## src/sv/sth_pkg.sv

```systemverilog
// Types and constants shared by the serial terminal handshake controller.
// No dependencies; every other file refers to this package by scoped names.
package sth_pkg;

  localparam int unsigned MaxTx    = 22;
  localparam int unsigned TxSizeW  = $clog2(MaxTx + 1);
  localparam int unsigned CodeW    = 4;
  localparam int unsigned CurHsW   = 8;
  localparam int unsigned CfgIdxW  = 2;
  localparam int unsigned CfgDataW = 4;

  localparam logic [7:0]  TxLimit      = 8'(MaxTx);
  localparam logic [CurHsW-1:0] CurHsReset = 8'hff;
  localparam logic [CodeW-1:0]  BaudReset  = 4'd6;
  localparam logic [CodeW-1:0]  FrameReset = 4'd3;
  localparam logic [15:0] CtrlInitReq  = 16'h0004;

  localparam int unsigned StTxAckBit = 0;
  localparam int unsigned StRxBit    = 1;
  localparam int unsigned StInitBit  = 2;

  typedef enum logic [2:0] {
    PhReqInit  = 3'd0,
    PhWaitInit = 3'd1,
    PhReady    = 3'd2,
    PhSetHs    = 3'd3,
    PhSetBaud  = 3'd4,
    PhSetFrame = 3'd5
  } phase_e;

  typedef enum logic [1:0] {
    SdoBusy  = 2'd0,
    SdoOk    = 2'd1,
    SdoError = 2'd2
  } sdo_res_e;

  typedef enum logic [1:0] {
    TgtHandshake = 2'd0,
    TgtBaud      = 2'd1,
    TgtFrame     = 2'd2
  } sdo_tgt_e;

  typedef enum logic [CfgIdxW-1:0] {
    RegHandshake = 2'd0,
    RegBaud      = 2'd1,
    RegFrame     = 2'd2
  } cfg_reg_e;

  typedef struct packed {
    logic             req_handshake;
    logic [CodeW-1:0] req_baud_code;
    logic [CodeW-1:0] req_frame_code;
  } cfg_t;

  typedef struct packed {
    phase_e              phase;
    logic                tx_req_toggle;
    logic                tx_ack_seen;
    logic                rx_req_seen;
    logic                rx_ack_toggle;
    logic [TxSizeW-1:0]  tx_size;
    logic [15:0]         ctrl;
    logic [CurHsW-1:0]   cur_handshake;
    logic [CodeW-1:0]    cur_baud;
    logic [CodeW-1:0]    cur_frame;
    logic                error_latch;
  } state_t;

  typedef struct packed {
    logic [15:0] status_word;
    logic [1:0]  sdo_result;
    logic [7:0]  tx_pending_count;
  } item_t;

  typedef struct packed {
    logic [15:0] control_word;
    logic        sdo_write;
    logic [1:0]  sdo_target;
    logic [7:0]  sdo_value;
    logic [4:0]  tx_take_count;
    logic        rx_deliver;
    logic [7:0]  rx_count;
    logic        config_failed;
    logic        link_ready;
  } result_t;

endpackage

```

## src/sv/sth_item_if.sv

```systemverilog
// Input request channel: valid/ready handshake carrying one status sample.
// Depends on sth_pkg.
interface sth_item_if;
  logic           valid;
  logic           ready;
  sth_pkg::item_t data;

  modport source (output valid, output data, input ready);
  modport sink   (input valid, input data, output ready);
endinterface

```

## src/sv/sth_result_if.sv

```systemverilog
// Result channel: valid/ready handshake carrying one control result.
// Depends on sth_pkg.
interface sth_result_if;
  logic             valid;
  logic             ready;
  sth_pkg::result_t data;

  modport source (output valid, output data, input ready);
  modport sink   (input valid, input data, output ready);
endinterface

```

## src/sv/sth_cfg.sv

```systemverilog
// Requested-setting registers written through the plain write port.
// Depends on sth_pkg.
module sth_cfg (
  input  logic                          clk_i,
  input  logic                          rst_ni,
  input  logic                          cfg_we_i,
  input  logic [sth_pkg::CfgIdxW-1:0]   cfg_idx_i,
  input  logic [sth_pkg::CfgDataW-1:0]  cfg_data_i,
  output sth_pkg::cfg_t                 cfg_o,
  output logic                          err_clr_o
);

  sth_pkg::cfg_t cfg_q, cfg_d;
  logic          hit;

  always_comb begin
    cfg_d = cfg_q;
    hit   = 1'b0;
    if (cfg_we_i) begin
      unique case (cfg_idx_i)
        sth_pkg::RegHandshake: begin
          cfg_d.req_handshake = cfg_data_i[0];
          hit = 1'b1;
        end
        sth_pkg::RegBaud: begin
          cfg_d.req_baud_code = cfg_data_i[sth_pkg::CodeW-1:0];
          hit = 1'b1;
        end
        sth_pkg::RegFrame: begin
          cfg_d.req_frame_code = cfg_data_i[sth_pkg::CodeW-1:0];
          hit = 1'b1;
        end
        default: hit = 1'b0;
      endcase
    end
  end

  always_ff @(posedge clk_i or negedge rst_ni) begin
    if (!rst_ni) begin
      cfg_q.req_handshake  <= 1'b0;
      cfg_q.req_baud_code  <= sth_pkg::BaudReset;
      cfg_q.req_frame_code <= sth_pkg::FrameReset;
    end else begin
      cfg_q <= cfg_d;
    end
  end

  assign cfg_o     = cfg_q;
  assign err_clr_o = hit;

endmodule

```

## src/sv/sth_step.sv

```systemverilog
// Next-state and result logic for one status sample.
// Depends on sth_pkg; purely combinational.
module sth_step (
  input  sth_pkg::state_t  state_i,
  input  sth_pkg::cfg_t    cfg_i,
  input  sth_pkg::item_t   item_i,
  output sth_pkg::state_t  state_o,
  output sth_pkg::result_t result_o
);

  sth_pkg::state_t n;
  logic            hs_diff, baud_diff, frame_diff;
  logic            acc, rxt;
  logic [7:0]      take;
  logic            wr;
  logic [1:0]      tgt;
  logic [7:0]      val;
  logic            deliver;
  logic [7:0]      rcount;

  always_comb begin
    n          = state_i;
    wr         = 1'b0;
    tgt        = sth_pkg::TgtHandshake;
    val        = 8'd0;
    deliver    = 1'b0;
    rcount     = 8'd0;
    take       = 8'd0;
    acc        = item_i.status_word[sth_pkg::StTxAckBit];
    rxt        = item_i.status_word[sth_pkg::StRxBit];
    hs_diff    = {7'd0, cfg_i.req_handshake} != state_i.cur_handshake;
    baud_diff  = cfg_i.req_baud_code != state_i.cur_baud;
    frame_diff = cfg_i.req_frame_code != state_i.cur_frame;

    unique case (state_i.phase) inside
      sth_pkg::PhReady: begin
        if (!state_i.error_latch && hs_diff) begin
          wr      = 1'b1;
          tgt     = sth_pkg::TgtHandshake;
          val     = {7'd0, cfg_i.req_handshake};
          n.phase = sth_pkg::PhSetHs;
        end else if (!state_i.error_latch && baud_diff) begin
          wr      = 1'b1;
          tgt     = sth_pkg::TgtBaud;
          val     = {4'd0, cfg_i.req_baud_code};
          n.phase = sth_pkg::PhSetBaud;
        end else if (!state_i.error_latch && frame_diff) begin
          wr      = 1'b1;
          tgt     = sth_pkg::TgtFrame;
          val     = {4'd0, cfg_i.req_frame_code};
          n.phase = sth_pkg::PhSetFrame;
        end else begin
          if (acc != state_i.tx_ack_seen) begin
            take = (item_i.tx_pending_count < sth_pkg::TxLimit) ?
                   item_i.tx_pending_count : sth_pkg::TxLimit;
            n.tx_size = take[sth_pkg::TxSizeW-1:0];
            if (take != 8'd0) begin
              n.tx_req_toggle = ~state_i.tx_req_toggle;
              n.tx_ack_seen   = acc;
            end
          end
          if (rxt != state_i.rx_req_seen) begin
            n.rx_req_seen   = rxt;
            deliver         = 1'b1;
            rcount          = item_i.status_word[15:8];
            n.rx_ack_toggle = ~state_i.rx_ack_toggle;
          end
          n.ctrl = {8'(n.tx_size), 6'd0, n.rx_ack_toggle, n.tx_req_toggle};
        end
      end
      sth_pkg::PhWaitInit: begin
        if (!item_i.status_word[sth_pkg::StInitBit]) begin
          n.tx_ack_seen = 1'b1;
          n.ctrl        = 16'd0;
          n.phase       = sth_pkg::PhReady;
        end
      end
      sth_pkg::PhSetHs, sth_pkg::PhSetBaud, sth_pkg::PhSetFrame: begin
        case (item_i.sdo_result)
          sth_pkg::SdoOk: begin
            n.phase = sth_pkg::PhReqInit;
            if (state_i.phase == sth_pkg::PhSetHs) begin
              n.cur_handshake = {7'd0, cfg_i.req_handshake};
            end else if (state_i.phase == sth_pkg::PhSetBaud) begin
              n.cur_baud = cfg_i.req_baud_code;
            end else begin
              n.cur_frame = cfg_i.req_frame_code;
            end
          end
          sth_pkg::SdoError: begin
            n.error_latch = 1'b1;
            n.phase       = sth_pkg::PhReqInit;
          end
          default: n.phase = state_i.phase;
        endcase
      end
      default: begin
        if (item_i.status_word[sth_pkg::StInitBit]) begin
          n.ctrl  = 16'd0;
          n.phase = sth_pkg::PhWaitInit;
        end else begin
          n.ctrl  = sth_pkg::CtrlInitReq;
          n.phase = sth_pkg::PhReqInit;
        end
      end
    endcase
  end

  assign state_o                = n;
  assign result_o.control_word  = n.ctrl;
  assign result_o.sdo_write     = wr;
  assign result_o.sdo_target    = tgt;
  assign result_o.sdo_value     = val;
  assign result_o.tx_take_count = take[4:0];
  assign result_o.rx_deliver    = deliver;
  assign result_o.rx_count      = rcount;
  assign result_o.config_failed = n.error_latch;
  assign result_o.link_ready    = (n.phase == sth_pkg::PhReady);

endmodule

```

## src/sv/serial_terminal_handshake_fsm_core.sv

```systemverilog
// Serial terminal handshake controller, top level.
// Latency: a result is valid the cycle after its request is accepted.
// Throughput: one request per clock while the result side is ready; the result register frees itself when taken.
// Reset (rst_ni low, asynchronous): phase request-init, toggles and control word 0,
// current handshake 0xff, baud and frame 0, error latch 0, no result pending.
// Depends on sth_pkg, sth_item_if, sth_result_if, sth_cfg, sth_step.
module serial_terminal_handshake_fsm_core (
  input  logic                          clk_i,
  input  logic                          rst_ni,
  sth_item_if.sink                      item_i,
  sth_result_if.source                  result_o,
  input  logic                          cfg_we_i,
  input  logic [sth_pkg::CfgIdxW-1:0]   cfg_idx_i,
  input  logic [sth_pkg::CfgDataW-1:0]  cfg_data_i
);

  sth_pkg::cfg_t    cfg;
  logic             err_clr;
  sth_pkg::state_t  state_q, state_d, step_state;
  sth_pkg::result_t res_q, step_res;
  logic             res_valid_q, res_valid_d;
  logic             accept;

  sth_cfg u_cfg (
    .clk_i      (clk_i),
    .rst_ni     (rst_ni),
    .cfg_we_i   (cfg_we_i),
    .cfg_idx_i  (cfg_idx_i),
    .cfg_data_i (cfg_data_i),
    .cfg_o      (cfg),
    .err_clr_o  (err_clr)
  );

  sth_step u_step (
    .state_i  (state_q),
    .cfg_i    (cfg),
    .item_i   (item_i.data),
    .state_o  (step_state),
    .result_o (step_res)
  );

  assign item_i.ready = !res_valid_q || result_o.ready;
  assign accept       = item_i.valid && item_i.ready;

  always_comb begin
    state_d = accept ? step_state : state_q;
    if (err_clr) begin
      state_d.error_latch = 1'b0;
    end
    res_valid_d = accept || (res_valid_q && !result_o.ready);
  end

  always_ff @(posedge clk_i or negedge rst_ni) begin
    if (!rst_ni) begin
      state_q.phase         <= sth_pkg::PhReqInit;
      state_q.tx_req_toggle <= 1'b0;
      state_q.tx_ack_seen   <= 1'b0;
      state_q.rx_req_seen   <= 1'b0;
      state_q.rx_ack_toggle <= 1'b0;
      state_q.tx_size       <= '0;
      state_q.ctrl          <= 16'd0;
      state_q.cur_handshake <= sth_pkg::CurHsReset;
      state_q.cur_baud      <= '0;
      state_q.cur_frame     <= '0;
      state_q.error_latch   <= 1'b0;
      res_valid_q           <= 1'b0;
    end else begin
      state_q     <= state_d;
      res_valid_q <= res_valid_d;
    end
  end

  always_ff @(posedge clk_i) begin
    if (accept) begin
      res_q <= step_res;
    end
  end

  assign result_o.valid = res_valid_q;
  assign result_o.data  = res_q;

endmodule

```

## src/flat_wrapper.sv

```systemverilog
// flat-port wrapper written by rule: the top's interface ports become plain ports
module serial_terminal_handshake_fsm_core_flat 
  (clk_i, rst_ni, cfg_we_i, cfg_idx_i, cfg_data_i, item_i_valid, item_i_data, item_i_ready, result_o_valid, result_o_data, result_o_ready);
  sth_item_if item_i_i ();
  sth_result_if result_o_i ();
  input  logic clk_i;
  input  logic rst_ni;
  input  logic cfg_we_i;
  input  logic [sth_pkg::CfgIdxW-1:0] cfg_idx_i;
  input  logic [sth_pkg::CfgDataW-1:0] cfg_data_i;
  input wire logic [$bits(item_i_i.valid)-1:0] item_i_valid;
  input wire logic [$bits(item_i_i.data)-1:0] item_i_data;
  output wire logic [$bits(item_i_i.ready)-1:0] item_i_ready;
  output wire logic [$bits(result_o_i.valid)-1:0] result_o_valid;
  output wire logic [$bits(result_o_i.data)-1:0] result_o_data;
  input wire logic [$bits(result_o_i.ready)-1:0] result_o_ready;
  assign item_i_i.valid = item_i_valid;
  assign item_i_i.data = item_i_data;
  assign item_i_ready = item_i_i.ready;
  assign result_o_valid = result_o_i.valid;
  assign result_o_data = result_o_i.data;
  assign result_o_i.ready = result_o_ready;
  serial_terminal_handshake_fsm_core u_core (.clk_i(clk_i), .rst_ni(rst_ni), .item_i(item_i_i), .result_o(result_o_i), .cfg_we_i(cfg_we_i), .cfg_idx_i(cfg_idx_i), .cfg_data_i(cfg_data_i));
endmodule
```

## config.mk

```make
export PLATFORM = sky130hd
export DESIGN_NAME = serial_terminal_handshake_fsm_core_flat
export DESIGN_NICKNAME = d
export VERILOG_FILES = /design/src/sv/sth_pkg.sv /design/src/sv/sth_item_if.sv /design/src/sv/sth_result_if.sv /design/src/sv/sth_cfg.sv /design/src/sv/sth_step.sv /design/src/sv/serial_terminal_handshake_fsm_core.sv /design/src/flat_wrapper.sv
export SDC_FILE = /design/constraint.sdc
export NUM_CORES = 1
export LEC_CHECK = 0
export CAP_MARGIN = 25
export CORE_MARGIN = 5
export CORE_UTILIZATION = 50
export CTS_CLUSTER_SIZE = 20
export DETAILED_ROUTE_END_ITERATION = 10
export DONT_BUFFER_PORTS = 1
export SYNTH_ARGS = -nofsm -noshare
export SYNTH_HDL_FRONTEND = slang
export SYNTH_SLANG_ARGS = --single-unit
```

## constraint.sdc

```tcl
create_clock -name clk_i -period 2.7 [get_ports clk_i]
set_input_delay 0.135 -clock clk_i [delete_from_list [all_inputs] [get_ports clk_i]]
set_output_delay 0.135 -clock clk_i [all_outputs]
set_load 0.02 [all_outputs]
```

==> impl_results.md <==
- P_leak: 1.86 nW
- Place WS: 442 ps
- CTS tree: built
- Post-route setup slack: 441 ps
- Slew @ Worst Pin: 659 ps
- Setup CP Type: reg2reg
- Synth top area share: 29.9%
- Post-synthesis sequential area ratio: 61.4%
- Max-slew violations: 0
- Clock root buffer: clkbuf_8
- Fin nets: 378
- P&R area growth vs syn: 13.9%
- Port bufs: 0
- Wire per inst: around 17 um
- Final setup fails: 0
- # clock sinks: around 90
- Initial antenna violation count: 0
- Worst hold path class: in2reg
- Mean Syn Cell Area: approximately 13 um^2
- GP Congestion: 0.862
- Maximum clock insertion buffer count: 2
- Drt via density: 5.53
- Synthesized cell area: 3910 um^2
- Clock insertion delay at the later pin of the skew report: 360 ps
- Run status: complete, no violations
- Post-synth cell types: 57
- Seq cells post-synth: 88
- R2r endpoint: u_core.state_q[35]
- Most frequent cell after synthesis: dfrtp_1
- CP cell instances: xor2_1 > o21bai_1 > nand2_1 > nor3_4 > mux2_2
- Global-route wire length before repair: roughly 12000 um
- Period utilization: 83.7%
- GRT Residual Overflow: 0
- Critical Path Start: u_core.state_q[9]
- GR Util All Layers: 15.9%
- Crit path capture: u_core.state_q[35]
- Synth top cells by count: 43 x dfrtp_1, 39 x edfxtp_1, 21 x mux2_2
- Number of global-route vias before repair: 2435
- Detail Route Antenna Nets: 0
- Drt total wl: around 7500 um
- Antenna cells: 0
- CP peak stage delay: between 500 and 600 ps
- Reg-to-reg critical path startpoint: u_core.state_q[9]
- Clock skew: 7.92 ps
- CP max-delay cell: dfstp_2
- Via count: 2468
- Die area: 9700 um^2
- Startpoint Class: flip-flop
- RSZ-0062 raised after global routing: no
- Fin cells: 446
- Slew headroom: roughly 55%
- Tmin final: 2260 ps
- # Post-CTS Setup Buffers: 0
- Hold Path Origin: item_i_data[1]
- Final hold vios: 0
- Critical path endpoint category: flip-flop
- Die height: 98.5 um
- Clk slew on worst S/H paths: 90 ps
- Pre-antenna DRT Iters: 4
- Syn Inst Count: 309
- Total CTS buffers: 9
- DRC: 0
- Num rows: 32
- Post-route setup TNS: 0 ps
- Die X: 98.5 um
- CP max FO: 7
- R2R depth: 5
- Pwr dens: ~850 nW/um^2
- Async S/R FF share, synth: 55.7%
- Post-synth EDFFs: 39
- Synth warn: 0
- FMAX: approximately 440 MHz
- Htree depth: 3
- R2R Setup Slk: between 400 and 500 ps
- Top post-synthesis cells by area: edfxtp_1 30%, dfrtp_1 27%, mux2_2 6.0%
- MaxCap Viol Count: 0
- Post-DP HPWL: 5110 um
- # fillers: 673
- Yosys top cell by area: edfxtp_1
- DRT iter0 DRCs: 84
- CP required: approximately 2900 ps
- Post-Place Cells: between 400 and 500
- Largest net degree at the start of global routing: 50
- Maximum VDD drop: 0.377 mV
- Share of layout cells above drive strength 1: 16.9%
- Crit path DAT: ~2500 ps
- Core Region: 7690 um^2
- Top_reg_cell synth: dfrtp_1
- Initial Utilization: 50.9%
- # IOs: slightly above 80
[power by group]
group / total (mW) / internal, mW / switching [mW] / leakage [nW]
Combinational: 0.990 / 0.376 / 0.613 / 0.742
Sequential: 1.88 / 1.64 / 0.232 / 1.02
Clock: 0.910 / 0.433 / 0.477 / 0.0949
Total: 3.78 / 2.45 / 1.32 / 1.86
[timing repair]
action / in CTS / in global routing
hold buffers: 21 / 0
resized for setup: 0 / 0
endpoints found under the hold margin: 72 / 0
[worst max-delay path: cells and delay by family (launching register included)]
kind | cells | cell delay (ps)
AND/OR/NAND/NOR | 2 | 760
flip-flops | 1 | 540
multiplexers | 1 | 380
AO/OA/AOI/OAI | 1 | 370
XOR/XNOR | 1 | 90
[kinds of logic (layout without fill, tap and decap cells)]
logic type | after synthesis | count (layout) | synth area share, %
mux | 22 | 22 | 6.33
xor+xnor | 16 | 16 | 3.58
buf+inv | 24 | 56 | 2.85
flops | 88 | 88 | 61.4
simple gates | 96 | 96 | 14.6
other cells | 1 | 4 | 0.0958
fa+ha+maj | 2 | 2 | 0.639
compound gates | 60 | 60 | 10.4
[how the worst min path moves through the flow]
stage                                to  slack (ps)  cells after the start
6_report       u_core.result_o.data[12]          20                      2
5_1_grt        u_core.result_o.data[12]          10                      2
4_1_cts        u_core.result_o.data[12]           6                      2
3_5_place_dp         u_core.state_q[24]        -160                      0
3_3_place_gp         u_core.state_q[24]        -160                      0
2_1_floorplan     u_core.result_o.valid        -160                      0
[cell type report]
class | count | area [um^2] | share of cell area, %
inverter | 13 | 48.8 | 1.09
clock inverter | 6 | 67.6 | 1.52
timing repair buffer | 27 | 273 | 6.12
multi-input combinational | 200 | 1410 | 31.6
sequential | 88 | 2400 | 53.9
tap | 102 | 128 | 2.86
clock buffer | 10 | 128 | 2.86
[layout by cell type, fill, tap and decap left out, types with 3 or more instances in the layout]
master / n
a21o_1: 3
a21oi_1: 15
a22o_1: 6
and2_1: 18
and3_1: 4
buf_4: 6
clkbuf_8: 9
conb_1: 4
dfrtp_1: 43
dfstp_2: 6
dlygate4sd3_1: 20
edfxtp_1: 39
inv_1: 11
mux2_2: 21
nand2_1: 18
nand3_1: 4
nand4_1: 3
nor2_1: 14
nor2b_1: 12
nor3_1: 7
o21ai_0: 5
o22ai_1: 10
xor2_1: 14
[state kept, by name, indices dropped and copies added, names as in the netlist]
signal                 flops
u_core.result_o.data      39
u_core.state_q            39
u_core.u_cfg.cfg_o         9
u_core.result_o.valid      1
[per-stage QoR]
step           hold WS (ps)  instance area, um^2  total power [mW]  util, %
2_1_floorplan          -161                 3930              2.63        -
3_3_place_gp           -159                 4040              2.83     52.5
3_5_place_dp           -159                 4040              2.85     52.5
4_1_cts                5.81                 4460              3.81     58.0
5_1_grt                13.7                 4460              4.00     58.0
6_report               16.5                 4460              3.78     58.0
[metal layers]
| metal | global-route usage, % | vias to the layer above | routed length (um) |
|---|---|---|---|
| li1 | - | 1182 | - |
| met3 | 5.24 | 8 | 481 |
| met4 | 7.04 | 0 | 121 |
| met5 | 0 | - | 0 |
| met1 | 20.2 | 1200 | 3260 |
| met2 | 25.0 | 78 | 3660 |
No activity file was read; power rests on OpenSTA's default activity.
